**src/hw/rtl/geoenc_pkg.sv**
```systemverilog
// geoenc_pkg: shared types and constants of the geohash encoder
// holds the coordinate span limits, the base-32 alphabet and the stage control struct
// no dependencies

package geoenc_pkg;

   // full-range limits of the fixed-point coordinates
   localparam logic signed [31:0] LAT_LO = -32'sd1073741824;
   localparam logic signed [31:0] LAT_HI = 32'sd1073741824;
   localparam logic signed [32:0] LON_LO = -33'sd2147483648;
   localparam logic signed [32:0] LON_HI = 33'sd2147483648;

   // widths of the offset values that carry the bisection bits
   localparam int LAT_VW = 31;
   localparam int LON_VW = 32;

   // ascii codes of digits plus lowercase letters without a, i, l, o
   localparam logic [6:0] GEO_ALPHABET [32] = '{
      7'h30, 7'h31, 7'h32, 7'h33, 7'h34, 7'h35, 7'h36, 7'h37,
      7'h38, 7'h39, 7'h62, 7'h63, 7'h64, 7'h65, 7'h66, 7'h67,
      7'h68, 7'h6A, 7'h6B, 7'h6D, 7'h6E, 7'h70, 7'h71, 7'h72,
      7'h73, 7'h74, 7'h75, 7'h76, 7'h77, 7'h78, 7'h79, 7'h7A
   };

   // control that travels with an item between front pipeline and serializer
   typedef struct packed {
      logic       valid;
      logic [3:0] count;
   } ctl_type;

endpackage

```
**src/hw/rtl/geoenc_front.sv**
```systemverilog
// geoenc_front: three-stage pipeline that turns a coordinate pair into its code word
// stages: clamp, offset from the low end, decrement and bit interleave; uses geoenc_pkg

module geoenc_front #(
   parameter int MAX_CHARS = 12
) (
   input  logic                      clock,
   input  logic                      reset,
   input  logic                      in_valid,
   output logic                      in_ready,
   input  logic signed [31:0]        latitude,
   input  logic signed [32:0]        longitude,
   input  logic [3:0]                count,
   output geoenc_pkg::ctl_type       out_ctl,
   output logic [5*MAX_CHARS-1:0]    out_code,
   input  logic                      out_ready
);

   localparam int CODE_W   = 5 * MAX_CHARS;
   localparam int LON_BITS = (CODE_W + 1) / 2;
   localparam int LAT_BITS = CODE_W / 2;

   // stage valid bits
   logic s1_valid_ff, s2_valid_ff, s3_valid_ff;
   logic s1_ready, s2_ready, s3_ready;

   // stage payloads
   logic signed [31:0] s1_lat_ff, s1_lat_in;
   logic signed [32:0] s1_lon_ff, s1_lon_in;
   logic [3:0]         s1_cnt_ff, s2_cnt_ff, s3_cnt_ff;
   logic [31:0]        s2_lat_ff, s2_lat_in;
   logic [32:0]        s2_lon_ff, s2_lon_in;
   logic [CODE_W-1:0]  s3_code_ff, s3_code_in;
   logic [geoenc_pkg::LAT_VW-1:0] lat_v;
   logic [geoenc_pkg::LON_VW-1:0] lon_v;

   // stall chain: a stage moves on when its successor has room
   assign s3_ready = !s3_valid_ff || out_ready;
   assign s2_ready = !s2_valid_ff || s3_ready;
   assign s1_ready = !s1_valid_ff || s2_ready;
   assign in_ready = s1_ready;

   // stage 1: clamp to the full interval
   always_comb begin
      if (latitude < geoenc_pkg::LAT_LO) begin
         s1_lat_in = geoenc_pkg::LAT_LO;
      end else if (latitude > geoenc_pkg::LAT_HI) begin
         s1_lat_in = geoenc_pkg::LAT_HI;
      end else begin
         s1_lat_in = latitude;
      end
      if (longitude < geoenc_pkg::LON_LO) begin
         s1_lon_in = geoenc_pkg::LON_LO;
      end else if (longitude > geoenc_pkg::LON_HI) begin
         s1_lon_in = geoenc_pkg::LON_HI;
      end else begin
         s1_lon_in = longitude;
      end
   end

   // stage 2: offset from the low end of the interval
   assign s2_lat_in = s1_lat_ff - geoenc_pkg::LAT_LO;
   assign s2_lon_in = s1_lon_ff - geoenc_pkg::LON_LO;

   // stage 3: minus one so a midpoint tie goes low
   always_comb begin
      lat_v = (s2_lat_ff == '0) ? '0 : geoenc_pkg::LAT_VW'(s2_lat_ff - 32'd1);
      lon_v = (s2_lon_ff == '0) ? '0 : geoenc_pkg::LON_VW'(s2_lon_ff - 33'd1);
   end

   // stage 3: interleave bisection bits, longitude first
   always_comb begin
      s3_code_in = '0;
      for (int i = 0; i < LON_BITS; i++) begin
         s3_code_in[CODE_W-1-2*i] = lon_v[geoenc_pkg::LON_VW-1-i];
      end
      for (int i = 0; i < LAT_BITS; i++) begin
         s3_code_in[CODE_W-2-2*i] = lat_v[geoenc_pkg::LAT_VW-1-i];
      end
   end

   // valid bits
   always_ff @(posedge clock) begin
      if (reset) begin
         s1_valid_ff <= 1'b0;
         s2_valid_ff <= 1'b0;
         s3_valid_ff <= 1'b0;
      end else begin
         if (s1_ready) begin
            s1_valid_ff <= in_valid;
         end
         if (s2_ready) begin
            s2_valid_ff <= s1_valid_ff;
         end
         if (s3_ready) begin
            s3_valid_ff <= s2_valid_ff;
         end
      end
   end

   // payload registers
   always_ff @(posedge clock) begin
      if (s1_ready) begin
         s1_lat_ff <= s1_lat_in;
         s1_lon_ff <= s1_lon_in;
         s1_cnt_ff <= count;
      end
      if (s2_ready) begin
         s2_lat_ff <= s2_lat_in;
         s2_lon_ff <= s2_lon_in;
         s2_cnt_ff <= s1_cnt_ff;
      end
      if (s3_ready) begin
         s3_code_ff <= s3_code_in;
         s3_cnt_ff  <= s2_cnt_ff;
      end
   end

   assign out_ctl.valid = s3_valid_ff;
   assign out_ctl.count = s3_cnt_ff;
   assign out_code      = s3_code_ff;

endmodule

```
**src/hw/rtl/geoenc_serial.sv**
```systemverilog
// geoenc_serial: emits one base-32 character of a code word per cycle
// takes the next item on the cycle of the last character; uses geoenc_pkg

module geoenc_serial #(
   parameter int MAX_CHARS = 12
) (
   input  logic                      clock,
   input  logic                      reset,
   input  geoenc_pkg::ctl_type       in_ctl,
   input  logic [5*MAX_CHARS-1:0]    in_code,
   output logic                      in_ready,
   output logic                      strobe,
   output logic [6:0]                char_code,
   output logic [3:0]                char_position,
   output logic                      last_char
);

   localparam int CODE_W = 5 * MAX_CHARS;

   logic              valid_ff;
   logic [CODE_W-1:0] code_ff;
   logic [3:0]        pos_ff;
   logic [3:0]        last_pos_ff;
   logic              at_last;

   assign at_last  = (pos_ff == last_pos_ff);
   assign in_ready = !valid_ff || at_last;

   // state of the character currently shown
   always_ff @(posedge clock) begin
      if (reset) begin
         valid_ff <= 1'b0;
      end else if (in_ready) begin
         valid_ff <= in_ctl.valid;
      end
   end

   always_ff @(posedge clock) begin
      if (in_ready) begin
         code_ff     <= in_code;
         pos_ff      <= '0;
         last_pos_ff <= in_ctl.count - 4'd1;
      end else begin
         code_ff <= code_ff << 5;
         pos_ff  <= pos_ff + 4'd1;
      end
   end

   // result ports
   assign strobe        = valid_ff;
   assign char_code     = geoenc_pkg::GEO_ALPHABET[code_ff[CODE_W-1 -: 5]];
   assign char_position = pos_ff;
   assign last_char     = at_last;

endmodule

```
**src/hw/rtl/geohash_encoder_top.sv**
```systemverilog
// geohash_encoder_top: geohash base-32 encoder, top level
// instantiates geoenc_front and geoenc_serial; uses geoenc_pkg
//
// usage:
//   an item (req_latitude, req_longitude) is taken at a clock edge with start
//   high and busy low. latitude is in units of 90/2^30 degrees, longitude in
//   units of 180/2^31 degrees; values outside the full interval act as clamped.
//   the item yields char_count characters, one per cycle on rsp_strobe, with
//   rsp_char_position counting from 0 and rsp_last_char on the final one.
//   csr_wr_en with csr_wr_data writes char_count (0 acts as 1, above
//   MAX_CHARS acts as MAX_CHARS); write it only while the block is idle.
//   the first character reaches the result ports after the item has passed
//   the front stage registers s1, s2, s3 and then the serializer register.
//   throughput is set by the single-character result channel; the
//   three-stage front pipeline holds up to three items while the serializer
//   drains, so busy rises only when all stages are full.
//   reset clears every valid bit and sets char_count to 12.
//   the receiver cannot stall: each character is valid for one cycle only.

module geohash_encoder_top #(
   parameter int MAX_CHARS = 12
) (
   input  logic               clock,
   input  logic               reset,
   input  logic               start,
   output logic               busy,
   input  logic signed [31:0] req_latitude,
   input  logic signed [32:0] req_longitude,
   input  logic               csr_wr_en,
   input  logic [3:0]         csr_wr_data,
   output logic               rsp_strobe,
   output logic [6:0]         rsp_char_code,
   output logic [3:0]         rsp_char_position,
   output logic               rsp_last_char
);

   localparam int CODE_W = 5 * MAX_CHARS;

   logic [3:0]          char_count_ff;
   logic [3:0]          count_eff;
   logic                front_ready;
   logic                serial_ready;
   geoenc_pkg::ctl_type front_ctl;
   logic [CODE_W-1:0]   front_code;

   // character count register
   always_ff @(posedge clock) begin
      if (reset) begin
         char_count_ff <= 4'd12;
      end else if (csr_wr_en) begin
         char_count_ff <= csr_wr_data;
      end
   end

   // legal count range
   always_comb begin
      if (char_count_ff == 4'd0) begin
         count_eff = 4'd1;
      end else if (char_count_ff > 4'(MAX_CHARS)) begin
         count_eff = 4'(MAX_CHARS);
      end else begin
         count_eff = char_count_ff;
      end
   end

   assign busy = !front_ready;

   geoenc_front #(
      .MAX_CHARS (MAX_CHARS)
   ) u_front (
      .clock     (clock),
      .reset     (reset),
      .in_valid  (start),
      .in_ready  (front_ready),
      .latitude  (req_latitude),
      .longitude (req_longitude),
      .count     (count_eff),
      .out_ctl   (front_ctl),
      .out_code  (front_code),
      .out_ready (serial_ready)
   );

   geoenc_serial #(
      .MAX_CHARS (MAX_CHARS)
   ) u_serial (
      .clock         (clock),
      .reset         (reset),
      .in_ctl        (front_ctl),
      .in_code       (front_code),
      .in_ready      (serial_ready),
      .strobe        (rsp_strobe),
      .char_code     (rsp_char_code),
      .char_position (rsp_char_position),
      .last_char     (rsp_last_char)
   );

endmodule
```
**config.mk**
```make
export PLATFORM = sky130hd
export DESIGN_NAME = geohash_encoder_top
export DESIGN_NICKNAME = d
export VERILOG_FILES = /design/src/hw/rtl/geoenc_pkg.sv /design/src/hw/rtl/geoenc_front.sv /design/src/hw/rtl/geoenc_serial.sv /design/src/hw/rtl/geohash_encoder_top.sv
export SDC_FILE = /design/constraint.sdc
export NUM_CORES = 1
export LEC_CHECK = 0
export BUFFER_PORTS_ARGS = -buffer_cell sky130_fd_sc_hd__buf_4
export CAP_MARGIN = 40
export CELL_PAD_IN_SITES_DETAIL_PLACEMENT = 0
export CELL_PAD_IN_SITES_GLOBAL_PLACEMENT = 1
export CORE_MARGIN = 1
export CORE_UTILIZATION = 35
export DETAILED_ROUTE_END_ITERATION = 8
export GPL_TIMING_DRIVEN = 0
export PLACE_DENSITY = 0.71
export REMOVE_ABC_BUFFERS = 1
export SYNTH_ARGS = -nofsm -noshare
export SYNTH_HDL_FRONTEND = slang
export SYNTH_SLANG_ARGS = --single-unit
```
**constraint.sdc**
```tcl
create_clock -name clock -period 7.07 [get_ports clock]
set_clock_uncertainty 0.2 [all_clocks]
set_input_delay 1.414 -clock clock [delete_from_list [all_inputs] [get_ports clock]]
set_output_delay 1.414 -clock clock [all_outputs]
set_load 0.1 [all_outputs]
```
==> results.txt <==
GRT overflow - 0
register bit total from synthesis - 278
initial antenna violation count - 0
Power Dens Cells - 279.1 nW/µm²
# resized after CTS - 0
Top cell by count, worst path - buf_6
cell internal pwr - 2.884 mW
worst setup margin - 2361 ps
fmax - 212.4 MHz
CP endpoint kind - output pin
worst-path maximum fanout - 16
Tcrit/Tclk final - 0.6661
setup TNS - 0 ps
area leader, netlist - edfxtp_1
status - complete, no violations
Synth top area share - 0.5582
Antenna Cells - 0
Avg Inst Size Synth - 14.10 µm²
Skew-Pair Late Insertion Delay - 530 ps
crit path launch type - flop
vias in the first global route - 6098
switching share of power - 0.2160
peak supply drop - 142.1 µV
P&R area growth vs syn - 18.96%
initial core utilization - 0.3585
clock buffer count from CTS - 26
Critical Path Max Stage Delay - 600 ps
RSZ-0062 raised after global routing - false
DPL Wire Length - 13.81 mm
CP delay by family, top - buffers and inverters
Port Buffers - 85
vias per cell - 4.934
required time worst endpoint - 5460 ps
Clock Tree Buf Depth - 3
post-synth cell types - 53
Die H - 179.9 µm
Final ANT Viol Nets - 0
routed via count - 6316
most frequent cells in the layout - edfxtp_1 (206), buf_4 (86), dfxtp_1 (72)
leakage - 4.931 nW
Layout Nets - 943
placed cell areas - 12300 µm²
Final Setup Violations - 0
Pre-antenna DRT Iters - 5
CP bufs+invs - 4
H-tree levels - 1
relative slew slack - 0.3871
cts hold-fix bufs - 0
cells along the critical path - xnor2_1 -> a41oi_4 -> nand4_1 -> buf_6 -> buf_6 -> inv_1 -> buf_4
GPL Wtd Cong - 0.7922
Worst Path Class, Setup - reg -> out
FP Rows - 64
core box area - 30910 µm²
critical path arrival - 3100 ps
fin area - 13180 µm²
crit path max-delay cell type - nand4_1
Ys Warns - 0
final max-slew violation count - 0
Non-Filler Instances - 1280
setup bufs post-CTS - 0
top_reg_cell synth - edfxtp_1
drt wl/cell - 15.35 µm
combinational cell fraction of total power - 0.080
dpl cells - 1232
Pwr Total - 3.679 mW
sequential-to-total area share from yosys stat - 0.6883
DP Worst Slack - 2858 ps
global-route wire length before repair - 31.95 mm
DRT iter0 DRCs - 386
Final Hold Fails - 0
pin count of the biggest net entering global routing - 65
# IOs - 87
final wirelength - 19.64 mm
fraction of layout cells with a size suffix above 1 - 0.2489
Worst-path clk slew - 60 ps
DIE AREA - 32380 µm²
fin crit period - 4709 ps
die width - 179.9 µm
Max-Cap Viols - 0
Sw Pwr - 0.7946 mW
Gate Count Post-Synth - 786
Async SR Flop Fraction - 0
EDFF count, synth - 206
worst slew pin tran - 919.4 ps
CTS tree - built
all-layer global routing usage - 0.1222
Flop pwr share - 0.533
most common cell after layout, fill and taps aside - edfxtp_1
Clk pwr share - 0.386
CTS sink cnt - 278
top post-synthesis cells by area - edfxtp_1 (56%), dfxtp_1 (13%), mux2_2 (6.5%)
Post-Syn Area - 11080 µm²
drc violations - 0
Hold WC Path Type - reg -> reg
Root Buffer Master - clkbuf_16
[stage by stage]
step / hold slack, ps / util
detailed placement: 204.5 / 0.3979
finish: 215.4 / 0.4265
global placement: 203.0 / 0.3886
global route: 221.5 / 0.4265
CTS: 214.3 / 0.4265
floorplan: 200.3 / -
[cell type report]
type / instances / area [µm²]
timing repair buffer: 98 / 865.8
tap: 396 / 495.5
multi-input combinational: 442 / 3242
fill: 2832 / 17730
sequential: 278 / 7627
inverter: 18 / 67.56
clock buffer: 33 / 708.2
clock inverter: 15 / 176.4
[cells in the mapped netlist (3+ instances only)]
cell and n:
ha_1 6, nor4b_1 3, nand4_1 12, nor4_1 31
edfxtp_1 206, nor2_1 47, or3_1 14, a31oi_1 3
xnor2_1 16, nand3_1 8, xor2_1 9, nor3b_1 61
nand2_1 15, nor2b_1 9, nor3_1 16, inv_1 18
o31ai_1 18, o21ai_0 19, o41ai_1 9, or2_2 6
or4_1 14, mux2_2 64, a21oi_1 27, dfxtp_1 72
buf_2 3, clkbuf_1 41
[kinds of logic (layout without fill, tap and decap cells)]
family          count (synthesis)  in the layout  synth area share
xor+xnor                       25             25           0.01976
compound gates                 93             93           0.05566
buf+inv                        66            164           0.02439
other cells                     1              1         0.0003384
mux                            66             66           0.06684
simple gates                  251            251            0.1380
fa+ha+maj                       6              6          0.006774
flops                         278            278            0.6883
[final timing paths]
kind | from | slack [ps] | to | cells past startpoint
setup / recovery | u_serial.last_pos_ff[2] | 2360 | busy | 7
hold / removal | u_front.s1_lon_ff[20] | 220 | u_front.s2_lon_ff[20] | 0
setup reg to reg | u_front.s2_lon_ff[3] | 3680 | u_front.out_code[55] | 4
hold reg to reg | u_front.s1_lon_ff[20] | 220 | u_front.s2_lon_ff[20] | 0
[sequential cells by signal (all words and copies together) (netlist names)]
signal and cells:
u_front.out_code 60, u_serial.code_ff 60, u_front.s1_lon_ff 33, u_front.s2_lon_ff 33, u_front.s1_lat_ff 32, u_front.s2_lat_ff 32, char_count_ff 4, u_front.s1_cnt_ff 4
u_front.s2_cnt_ff 4, u_front.s3_cnt_ff 4, u_serial.char_position 4, u_serial.last_pos_ff 4, u_front.s1_valid_ff 1, u_front.s2_valid_ff 1, u_front.s3_valid_ff 1, u_serial.strobe 1
[layer usage]
layer / wire length [µm] / GRT usage / vias up
li1: - / - / 3159
met1: 9321 / 0.1688 / 2999
met2: 9115 / 0.1997 / 135
met3: 847 / 0.01600 / 23
met4: 359 / 0.03828 / 0
met5: 0 / 0 / -
[power groups by stage]
stage	Combinational (mW)	Sequential, mW	Clock (mW)
floorplan	0.198	1.97	0
global placement	0.289	1.99	0
detailed placement	0.298	2.00	0
CTS	0.299	1.96	1.46
global route	0.326	1.98	1.52
finish	0.296	1.96	1.42
[worst reg2reg max path, cell delays in order, from the launching register on]
cell and delay, ps:
edfxtp_1 390, or4_4 610, or4b_1 890, or3b_1 620, o31ai_1 430
Note: power is estimated with default switching activity, not from simulation.
